===== src/hw/rtl/psc_pkg.sv =====
package psc_pkg;

	// operation codes of an input transaction
	typedef enum logic [1:0] {
		OP_LOAD_CUR = 2'd0,
		OP_LOAD_TGT = 2'd1,
		OP_STEP     = 2'd2,
		OP_READ     = 2'd3
	} op_t;

	typedef struct packed {
		op_t         op;
		logic [15:0] pixel_index;
		logic [31:0] pixel_value;
		logic [7:0]  offset_x;
		logic [7:0]  offset_y;
	} item_t;

	typedef struct packed {
		logic [31:0] read_pixel;
		logic [2:0]  chosen_neighbour;
		logic [17:0] best_gain;
		logic [15:0] scan_position;
	} result_t;

	// neighbour slots: centre, then (+dx,+dy), (-dx,-dy), (-dx,+dy), (+dx,-dy)
	localparam logic [2:0] NB_CENTER = 3'd0;
	localparam logic [2:0] NB_PP     = 3'd1;
	localparam logic [2:0] NB_MM     = 3'd2;
	localparam logic [2:0] NB_MP     = 3'd3;
	localparam logic [2:0] NB_PM     = 3'd4;

	localparam logic [8:0]  DIM_MAX  = 9'd256;
	localparam logic [17:0] GAIN_MAX = 18'h3FFFF;

	// divider operand selection
	typedef enum logic [1:0] {
		DIV_SCAN = 2'd0,
		DIV_COL  = 2'd1,
		DIV_ADDR = 2'd2
	} div_sel_t;

	// distance phase: which pair is measured and how it enters the gain
	typedef enum logic [1:0] {
		PH_BASE  = 2'd0,
		PH_SELF  = 2'd1,
		PH_CUR_C = 2'd2,
		PH_TGT_C = 2'd3
	} dist_ph_t;

	typedef struct packed {
		logic      take;
		logic      clr;
		logic      div_go;
		div_sel_t  div_sel;
		logic      addr_calc;
		logic      rd_go;
		logic      rd_idx;
		logic      cap;
		logic      dist_go;
		dist_ph_t  ph;
		logic      judge;
		logic      wr_load;
		logic      wr_c;
		logic      wr_a;
		logic      out_load;
		logic [2:0] sel;
	} cmd_t;

	typedef struct packed {
		logic div_done;
		logic dist_done;
		logic swap;
		logic out_free;
	} sts_t;

endpackage


===== src/hw/rtl/psc_ctrl.sv =====
module psc_ctrl (
	input  logic          clk,
	input  logic          arst_n,
	input  logic          item_valid,
	input  psc_pkg::op_t  item_op,
	output logic          item_stall,
	output psc_pkg::cmd_t cmd,
	input  psc_pkg::sts_t sts
);

	import psc_pkg::*;

	typedef enum logic [18:0] {
		S_IDLE    = 19'h00001,
		S_LOAD    = 19'h00002,
		S_RDI     = 19'h00004,
		S_RDI_CAP = 19'h00008,
		S_DSCAN   = 19'h00010,
		S_WSCAN   = 19'h00020,
		S_DCOL    = 19'h00040,
		S_WCOL    = 19'h00080,
		S_ACALC   = 19'h00100,
		S_DADR    = 19'h00200,
		S_WADR    = 19'h00400,
		S_RD      = 19'h00800,
		S_CAP     = 19'h01000,
		S_DST     = 19'h02000,
		S_WDST    = 19'h04000,
		S_JUDGE   = 19'h08000,
		S_WRC     = 19'h10000,
		S_WRA     = 19'h20000,
		S_OUT     = 19'h40000
	} state_t;

	state_t   state_q, state_n;
	logic [2:0] j_q, j_n;
	dist_ph_t ph_q, ph_n;

	always_ff @(posedge clk or negedge arst_n) begin
		if (!arst_n) begin
			state_q <= S_IDLE;
			j_q     <= NB_CENTER;
			ph_q    <= PH_BASE;
		end else begin
			state_q <= state_n;
			j_q     <= j_n;
			ph_q    <= ph_n;
		end
	end

	// sequence one transaction
	always_comb begin
		state_n     = state_q;
		j_n         = j_q;
		ph_n        = ph_q;
		cmd         = '0;
		cmd.sel     = j_q;
		cmd.ph      = ph_q;
		cmd.div_sel = DIV_ADDR;
		case (state_q)
			S_IDLE: begin
				if (item_valid) begin
					cmd.take = 1'b1;
					case (item_op)
						OP_LOAD_CUR: state_n = S_LOAD;
						OP_LOAD_TGT: state_n = S_LOAD;
						OP_READ:     state_n = S_RDI;
						default:     state_n = S_DSCAN;
					endcase
				end
			end
			S_LOAD: begin
				cmd.wr_load = 1'b1;
				state_n     = S_OUT;
			end
			S_RDI: begin
				cmd.rd_go  = 1'b1;
				cmd.rd_idx = 1'b1;
				state_n    = S_RDI_CAP;
			end
			S_RDI_CAP: begin
				cmd.cap    = 1'b1;
				cmd.rd_idx = 1'b1;
				state_n    = S_OUT;
			end
			S_DSCAN: begin
				cmd.clr     = 1'b1;
				cmd.div_go  = 1'b1;
				cmd.div_sel = DIV_SCAN;
				state_n     = S_WSCAN;
			end
			S_WSCAN: begin
				cmd.div_sel = DIV_SCAN;
				if (sts.div_done) begin
					state_n = S_DCOL;
				end
			end
			S_DCOL: begin
				cmd.div_go  = 1'b1;
				cmd.div_sel = DIV_COL;
				state_n     = S_WCOL;
			end
			S_WCOL: begin
				cmd.div_sel = DIV_COL;
				if (sts.div_done) begin
					j_n     = NB_CENTER;
					state_n = S_ACALC;
				end
			end
			S_ACALC: begin
				cmd.addr_calc = 1'b1;
				state_n       = S_DADR;
			end
			S_DADR: begin
				cmd.div_go = 1'b1;
				state_n    = S_WADR;
			end
			S_WADR: begin
				if (sts.div_done) begin
					if (j_q == NB_PM) begin
						j_n     = NB_CENTER;
						state_n = S_RD;
					end else begin
						j_n     = j_q + 3'd1;
						state_n = S_ACALC;
					end
				end
			end
			S_RD: begin
				cmd.rd_go = 1'b1;
				state_n   = S_CAP;
			end
			S_CAP: begin
				cmd.cap = 1'b1;
				ph_n    = (j_q == NB_CENTER) ? PH_BASE : PH_SELF;
				state_n = S_DST;
			end
			S_DST: begin
				cmd.dist_go = 1'b1;
				state_n     = S_WDST;
			end
			S_WDST: begin
				if (sts.dist_done) begin
					case (ph_q)
						PH_BASE: begin
							j_n     = NB_PP;
							state_n = S_RD;
						end
						PH_SELF: begin
							ph_n    = PH_CUR_C;
							state_n = S_DST;
						end
						PH_CUR_C: begin
							ph_n    = PH_TGT_C;
							state_n = S_DST;
						end
						default: state_n = S_JUDGE;
					endcase
				end
			end
			S_JUDGE: begin
				cmd.judge = 1'b1;
				if (j_q == NB_PM) begin
					state_n = S_WRC;
				end else begin
					j_n     = j_q + 3'd1;
					state_n = S_RD;
				end
			end
			S_WRC: begin
				if (sts.swap) begin
					cmd.wr_c = 1'b1;
					state_n  = S_WRA;
				end else begin
					state_n = S_OUT;
				end
			end
			S_WRA: begin
				cmd.wr_a = 1'b1;
				state_n  = S_OUT;
			end
			S_OUT: begin
				if (sts.out_free) begin
					cmd.out_load = 1'b1;
					state_n      = S_IDLE;
				end
			end
			default: state_n = S_IDLE;
		endcase
	end

	assign item_stall = state_q != S_IDLE;

endmodule


===== config.mk =====
export PLATFORM = sky130hd
export DESIGN_NAME = psc_ctrl
export DESIGN_NICKNAME = d
export VERILOG_FILES = /design/src/hw/rtl/psc_pkg.sv /design/src/hw/rtl/psc_ctrl.sv
export SDC_FILE = /design/constraint.sdc
export NUM_CORES = 1
export LEC_CHECK = 0
export BUFFER_PORTS_ARGS = -buffer_cell sky130_fd_sc_hd__buf_2
export CAP_MARGIN = 10
export CORE_ASPECT_RATIO = 0.7
export CORE_UTILIZATION = 40
export DETAILED_ROUTE_END_ITERATION = 12
export PLACE_DENSITY = 0.58
export SYNTH_ARGS = -nofsm -noshare
export SYNTH_HDL_FRONTEND = slang
export SYNTH_SLANG_ARGS = --single-unit

===== constraint.sdc =====
create_clock -name clk -period 3.1 [get_ports clk]
set_input_delay 0.155 -clock clk [delete_from_list [all_inputs] [get_ports clk]]
set_output_delay 0.155 -clock clk [all_outputs]
set_load 0.01 [all_outputs]

==> results of run 1 <==
[path summary, 6_finish.rpt]
kind,end,startpoint,slack [ps]
hold reg to reg,ph_q[1]$_DFFE_PN0P_,ph_q[1]$_DFFE_PN0P_,620
max in group asynchronous,j_q[0]$_DFFE_PN0P_,arst_n,2320
setup reg to reg,ph_q[0]$_DFFE_PN0P_,state_q[8]$_DFFE_PN0P_,410
setup / recovery,cmd[17],state_q[2]$_DFFE_PN0P_,210
hold / removal,state_q[4]$_DFFE_PN0P_,item_op[0],40
min in group asynchronous,state_q[3]$_DFFE_PN0P_,arst_n,410
[synthesized netlist by cell type, drive strengths merged, types with 5 or more instances]
cell type	number	area, sq um
nand2b	11	68.8
inv	11	41.3
ha	5	62.6
nand4	6	52.6
dfrtp	23	576
nor4	11	111
nor3	9	55.1
nand3	7	40.0
or4	8	68.8
and3	7	45.1
o21ai	5	25.0
clkbuf	6	25.0
nor2	16	60.1
[area by class of cell]
cell class                 count  area (sq um)
fill                         393          2070
clock buffer                   4          45.0
tap                           52          65.1
sequential                    24           602
multi-input combinational    147          1100
inverter                      11          41.3
timing repair buffer          32           170
[stage by stage]
step	util (%)	area (sq um)	setup WS (ps)
final	49.4	2020	207
after global routing	49.4	2020	51.6
after CTS	49.4	2020	216
after detailed placement	48.1	1970	419
after global placement	48.1	1970	508
after floorplan	-	1780	871
[cell families (layout without fill, tap and decap cells)]
| logic type | count (synthesis) | in the layout |
|---|---|---|
| compound gates | 31 | 31 |
| simple gates | 102 | 102 |
| xor+xnor | 6 | 6 |
| fa+ha+maj | 5 | 5 |
| buf+inv | 19 | 47 |
| mux | 3 | 3 |
| flops | 24 | 24 |
[registers in the layout, indices dropped and copies added, names as in the netlist]
name and flops:
j_q 3, ph_q 2, state_q 19
[power by group]
group	switching [mW]	internal (mW)
sequential	0.0461	0.338
combinational	0.232	0.152
clock	0.107	0.0922
total	0.385	0.583
[metal layers]
| metal | up-vias | track usage [%] | part of all wire [%] |
|---|---|---|---|
| li1 | 778 | - | - |
| met1 | 781 | 32.2 | 50 |
| met2 | 45 | 31.9 | 44 |
| met3 | 4 | 4.25 | 5.6 |
| met4 | 0 | 3.76 | 0.52 |
| met5 | - | 0 | 0 |
[critical path: cells and delay by family, from the launching register on]
family | cells | cell delay, ps
buffers and inverters | 1 | 200
AO/OA/AOI/OAI | 1 | 80
flip-flops | 1 | 480
AND/OR/NAND/NOR | 4 | 1710
==> out/qor.yml, run 1 <==
cells_and_area:
  final_common_cell: "buf_2"
  fin_nets: 233
  drive_gt1_share_pct: 25.2
  final_cells: 270
  areaGrowthSynthToFinish_pct: 13.8
  layout_common_cells: "29 x buf_2, 23 x dfrtp_1, 16 x nor2_1, 11 x inv_1, 11 x nand2b_1"
  diodes: 0
drt:
  wl_per_cell_um: 17.0
  drt-initial-drc-count: 131
  drt-total-wl_um: 4590
  via_per_inst: 5.96
  dr.pass1.iters: 4
  final_antenna_net_count: 0
  drc: 0
  vias: 1608
die:
  core_sq_um: 4090
  dieArea_sq_um: 4710
  die_y_um: 57.7
  start_util_pct: 43.4
  num_rows: 19
  die_x_um: 81.6
  ios: 30
yosys:
  synth_top_family_by_area: "simple AND/OR/NAND/NOR gates"
  ys_seq_area_share_pct: 33.9
  synthDistinctLibCells: 64
  ys.flop_type: "dfrtp_1"
  ys_seq_elements: 24
  synth_xor_xnor_area_share_pct: 2.96
  synthAdderAreaFrac_pct: 3.52
  ys_warn_count: 0
  syn-num-nets: 204
  async_reset_ff_share_pct: 100
  synth_compound_area_share_pct: 14.0
  syn_area_per_cell_sq_um: 9.34
  synth_cells: 190
  synth_area_sq_um: 1780
  synth.mux.area_fraction_pct: 1.76
  synth_edf_count: 0
  yosys.area_share.simple_pct: 39.5
clock_tree:
  clk_pin_slew_ps: 90
  h-tree-depth: 1
  cts_buffers: 3
  clkLatencyLatePin_ps: 270
  cts.path.max_buffers: 2
  cts.root.buffer_cell: "clkbuf_8"
  cts.sink_count: 24
  hold_buffers: 1
  cts_tree: "built"
  cts_setup_buffers: 0
  postCtsResizedCells: 0
global_route:
  grt.total_usage_pct: 21.4
  grt_pass1_vias: 1485
  grt_pass1_wl_um: 7550
  antenna_found_initial: 0
  grt.overflow.total: 0
  grt_max_degree: 25
power_and_ir_drop:
  worst_ir_drop_vdd_v: 0.000300
  power_uw: 968
  pwr_density_cell_nw_per_um2: 479
  p_leak_nw: 0.924
placed_design:
  port_buffers: 29
  dp_cells: 265
  post-dp-hpwl_um: 3530
  routabilityCongestion: 0.913
sta:
  finalCriticalPeriod_ps: 2890
  whs_ps: 38.7
  final-hold-violation-count: 0
  worst_pin_slew_ps: 893
  period_share_pct: 93.3
  slew-limit-headroom_pct: 39.9
  slew_viol_final: 0
  skew_ps: 1.66
  fmax_mhz: 346
  rsz0062_at_grt: "no"
  tns_ps: 0
  finalSetupViolations: 0
hold_path:
  holdCritPathClass: "input pin to flop"
  hold_depth: 2
flow_run:
  cap_violations: 0
worst_setup_path:
  crit_path_start_kind: "flop"
  crit_type: "flop to primary output"
  cp.arrival_ps: 2740
  slowest_stage: "nor4_4"
  rr_worst_depth: 5
  endpoint_kind: "primary output"
  slowest_delay_ps: 550
  worstPathRequired_ps: 2940
  path_max_fanout: 8
  cp_cell_sequence: "nor4_4 -> nand3_2 -> or4_1 -> or3b_1 -> o41ai_1 -> buf_2"
status:
  status: "finished, final reports clean"
Power figures use the tool's default switching activity.
==> run 2, diff against run 1 <==
ABC_AREA = 1   (was not set)
SKIP_CTS_REPAIR_TIMING = 1   (was not set)
==> run 2 against run 1 <==
Compared with the run above:
- non-clock buffer count down 2
- critical path depth up 2
- area after synthesis down 2.5%
- die area down 2.5%
- flip-flop and latch count unchanged
- clock power up 9%
- count of clock-buffer cells in the layout unchanged
- maximum frequency up 47%
- first-iteration DRC count down 52%
- sequential share of layout area up 0.22 points
- cell count up 20%
- critical endpoint unchanged
- highest routed layer unchanged
==> out/qor.yml, run 2 <==
status:
  status: "finished, final reports clean"
sta:
  fmax_mhz: 507  # +47%
  slew_viol_final: 0  # unchanged
  finalSetupViolations: 0  # unchanged
  worst_pin_slew_ps: 556  # -337 ps
  final-hold-violation-count: 0  # unchanged
  rsz0062_at_grt: "no"
  skew_ps: 3.80  # +2.14 ps
  tns_ps: 0  # unchanged
  period_share_pct: 63.6  # -30 points
  finalCriticalPeriod_ps: 1970  # -920 ps
  whs_ps: 63.1  # +24.4 ps
  slew-limit-headroom_pct: 62.9  # +23 points
cells_and_area:
  fillers: 412  # +4.8%
  drive_gt1_share_pct: 24.9  # -0.32 points
  multi_input_area_sq_um: 963  # -12%
  final_common_cell: "nand2_1"
  layout_common_cells: "57 x nand2_1, 39 x inv_1, 35 x nor2_1, 29 x buf_2, 24 x nand3_1"
  areaGrowthSynthToFinish_pct: 15.9
  regArea_sq_um: 602  # unchanged
  top_regs: "state_q: 19 flops, j_q: 3 flops, ph_q: 2 flops"
  regMostFlops: "state_q"
  fin_nets: 288  # +24%
  final_cells: 325  # +20%
  largest_reg_flops: 19  # unchanged
  diodes: 0  # unchanged
yosys:
  yosys.area.top_type: "dfrtp_1"
  synth_cells: 239  # +26%
  synth_area_sq_um: 1730  # -2.5%
  async_reset_ff_share_pct: 100  # unchanged
  synthDistinctLibCells: 28  # -56%
  netlist_top_cells_count: "57 x nand2_1, 39 x inv_1, 35 x nor2_1"
  ys_seq_elements: 24  # unchanged
  ys_warn_count: 0  # unchanged
  yosysMostFrequentCell: "nand2_1"
  syn-num-nets: 253  # +24%
  synth_edf_count: 0  # unchanged
  syn_area_per_cell_sq_um: 7.24  # -23%
  ys_seq_area_share_pct: 34.8  # +0.88 points
  synth_top_area_share_pct: 33.3  # +0.84 points
  ys.flop_type: "dfrtp_1"
  synthTopCellsByArea: "dfrtp_1 33%, nand2_1 12%, inv_1 8.5%, nor2_1 7.6%, nand3_1 6.9%"
die:
  num_rows: 19  # unchanged
  ios: 30  # unchanged
  die_y_um: 57.0  # -1.2%
  start_util_pct: 42.8  # -0.60 points
  die_x_um: 80.6  # -1.2%
  core_sq_um: 4040  # -1.2%
  dieArea_sq_um: 4600  # -2.5%
clock_tree:
  cts_tree: "built"
  clk_pin_slew_ps: 90  # about the same
  cts.root.buffer_cell: "clkbuf_8"
  cts_buffers: 3  # unchanged
  cts.path.max_buffers: 2  # unchanged
  cts.sink_count: 24  # unchanged
  clkLatencyLatePin_ps: 270  # about the same
  h-tree-depth: 1  # unchanged
worst_setup_path:
  reg2reg_slack_ps: 1390  # +980 ps
  endpoint_kind: "primary output"
  worstPathRequired_ps: 2940  # about the same
  crit_path_start_kind: "flop"
  path_max_fanout: 7  # -1
  crit_type: "flop to primary output"
  cp.arrival_ps: 1820  # -920 ps
global_route:
  grt.overflow.total: 0  # unchanged
  grt_max_degree: 25  # unchanged
  grt_pass1_wl_um: 6470  # -14%
  antenna_found_initial: 0  # unchanged
  grt.total_usage_pct: 18.9  # -2.4 points
  grt_pass1_vias: 1339  # -9.8%
drt:
  wl_per_cell_um: 12.0  # -29%
  vias: 1499  # -6.8%
  final_antenna_net_count: 0  # unchanged
  drt-total-wl_um: 3910  # -15%
  drc: 0  # unchanged
  drt-initial-drc-count: 63  # -52%
  dr.pass1.iters: 4  # unchanged
  via_per_inst: 4.61  # -23%
power_and_ir_drop:
  pwr_density_cell_nw_per_um2: 601  # +25%
  worst_ir_drop_vdd_v: 0.000405  # +35%
  p_leak_nw: 1.29  # +40%
  power_mw: 1.20  # +25%
hold_path:
  holdCritPathClass: "input pin to flop"
placed_design:
  routabilityCongestion: 0.813  # -11%
  dp_cells: 320  # +21%
  port_buffers: 29  # unchanged
  post-dp-hpwl_um: 3200  # -9.3%
flow_run:
  cap_violations: 0  # unchanged
==> run 2: cell count changes in the layout (fill, tap and decap cells not counted), sizes merged, moves of 11 or more <==
cell	previous run	this run
nor2	16	48
nand2	4	66
nand2b	11	0
inv	11	44
nand3	7	27
nor4	11	0
==> run 2: cell type report <==
class | instances | share of cell area, %
clock buffers | 4 | 2.74
inverters | 44 | 8.23
multi-input cells | 171 | 48.0
flip-flops and latches | 24 | 30.0
well taps | 52 | 3.24
repair buffers | 30 | 7.74
==> run 2: path summary, 6_finish.rpt <==
path | cells after the start | end | startpoint
max in group asynchronous | 2 | state_q[16]$_DFFE_PN0P_ | arst_n
setup reg to reg | 10 | state_q[4]$_DFFE_PN0P_ | state_q[13]$_DFFE_PN0P_
hold reg to reg | 2 | j_q[1]$_DFFE_PN0P_ | j_q[1]$_DFFE_PN0P_
min in group asynchronous | 2 | state_q[12]$_DFFE_PN0P_ | arst_n
hold / removal | 2 | state_q[4]$_DFFE_PN0P_ | item_op[0]
setup / recovery | 8 | cmd[17] | state_q[13]$_DFFE_PN0P_
==> run 2: per-stage QoR <==
step | utilization [%] | instance area (sq um) | setup slack [ps]
after floorplan | - | 1730 | 1570
after global placement | 48.0 | 1940 | 1370
after detailed placement | 48.0 | 1940 | 1390
after CTS | 49.4 | 2000 | 1130
after global routing | 49.6 | 2010 | 973
final | 49.6 | 2010 | 1130
==> run 2: logic make-up after synthesis <==
kind of cell               share of synthesized area, %
xor gates and xnor gates                          0.506
and+or+nand+nor                                    48.4
buffers and inverters                              9.54
adders and majority gates                          3.62
DFF                                                34.8
AOI/OAI and AO/OA                                  3.11
==> run 2: worst max-delay path, stage by stage, from the launching register on <==
cell	delay, ps
dfrtp_1	400
nor2_2	150
nand2_1	160
nor2_4	240
nand2_1	140
inv_2	80
nand2_1	120
nand3_1	120
buf_2	130
==> run 2: metal layers <==
| metal | vias up | global-route usage [%] | share of wire [%] |
|---|---|---|---|
| li1 | 811 | - | - |
| met1 | 649 | 29.6 | 56 |
| met2 | 35 | 26.8 | 38 |
| met3 | 4 | 4.32 | 4.5 |
| met4 | 0 | 3.06 | 0.56 |
| met5 | - | 0 | 0 |
==> run 2: where the power goes <==
part           switching (mW)  internal (mW)  total (mW)
clock network           0.102          0.114       0.216
logic                   0.414          0.201       0.615
registers              0.0256          0.349       0.374
total                   0.542          0.663        1.20
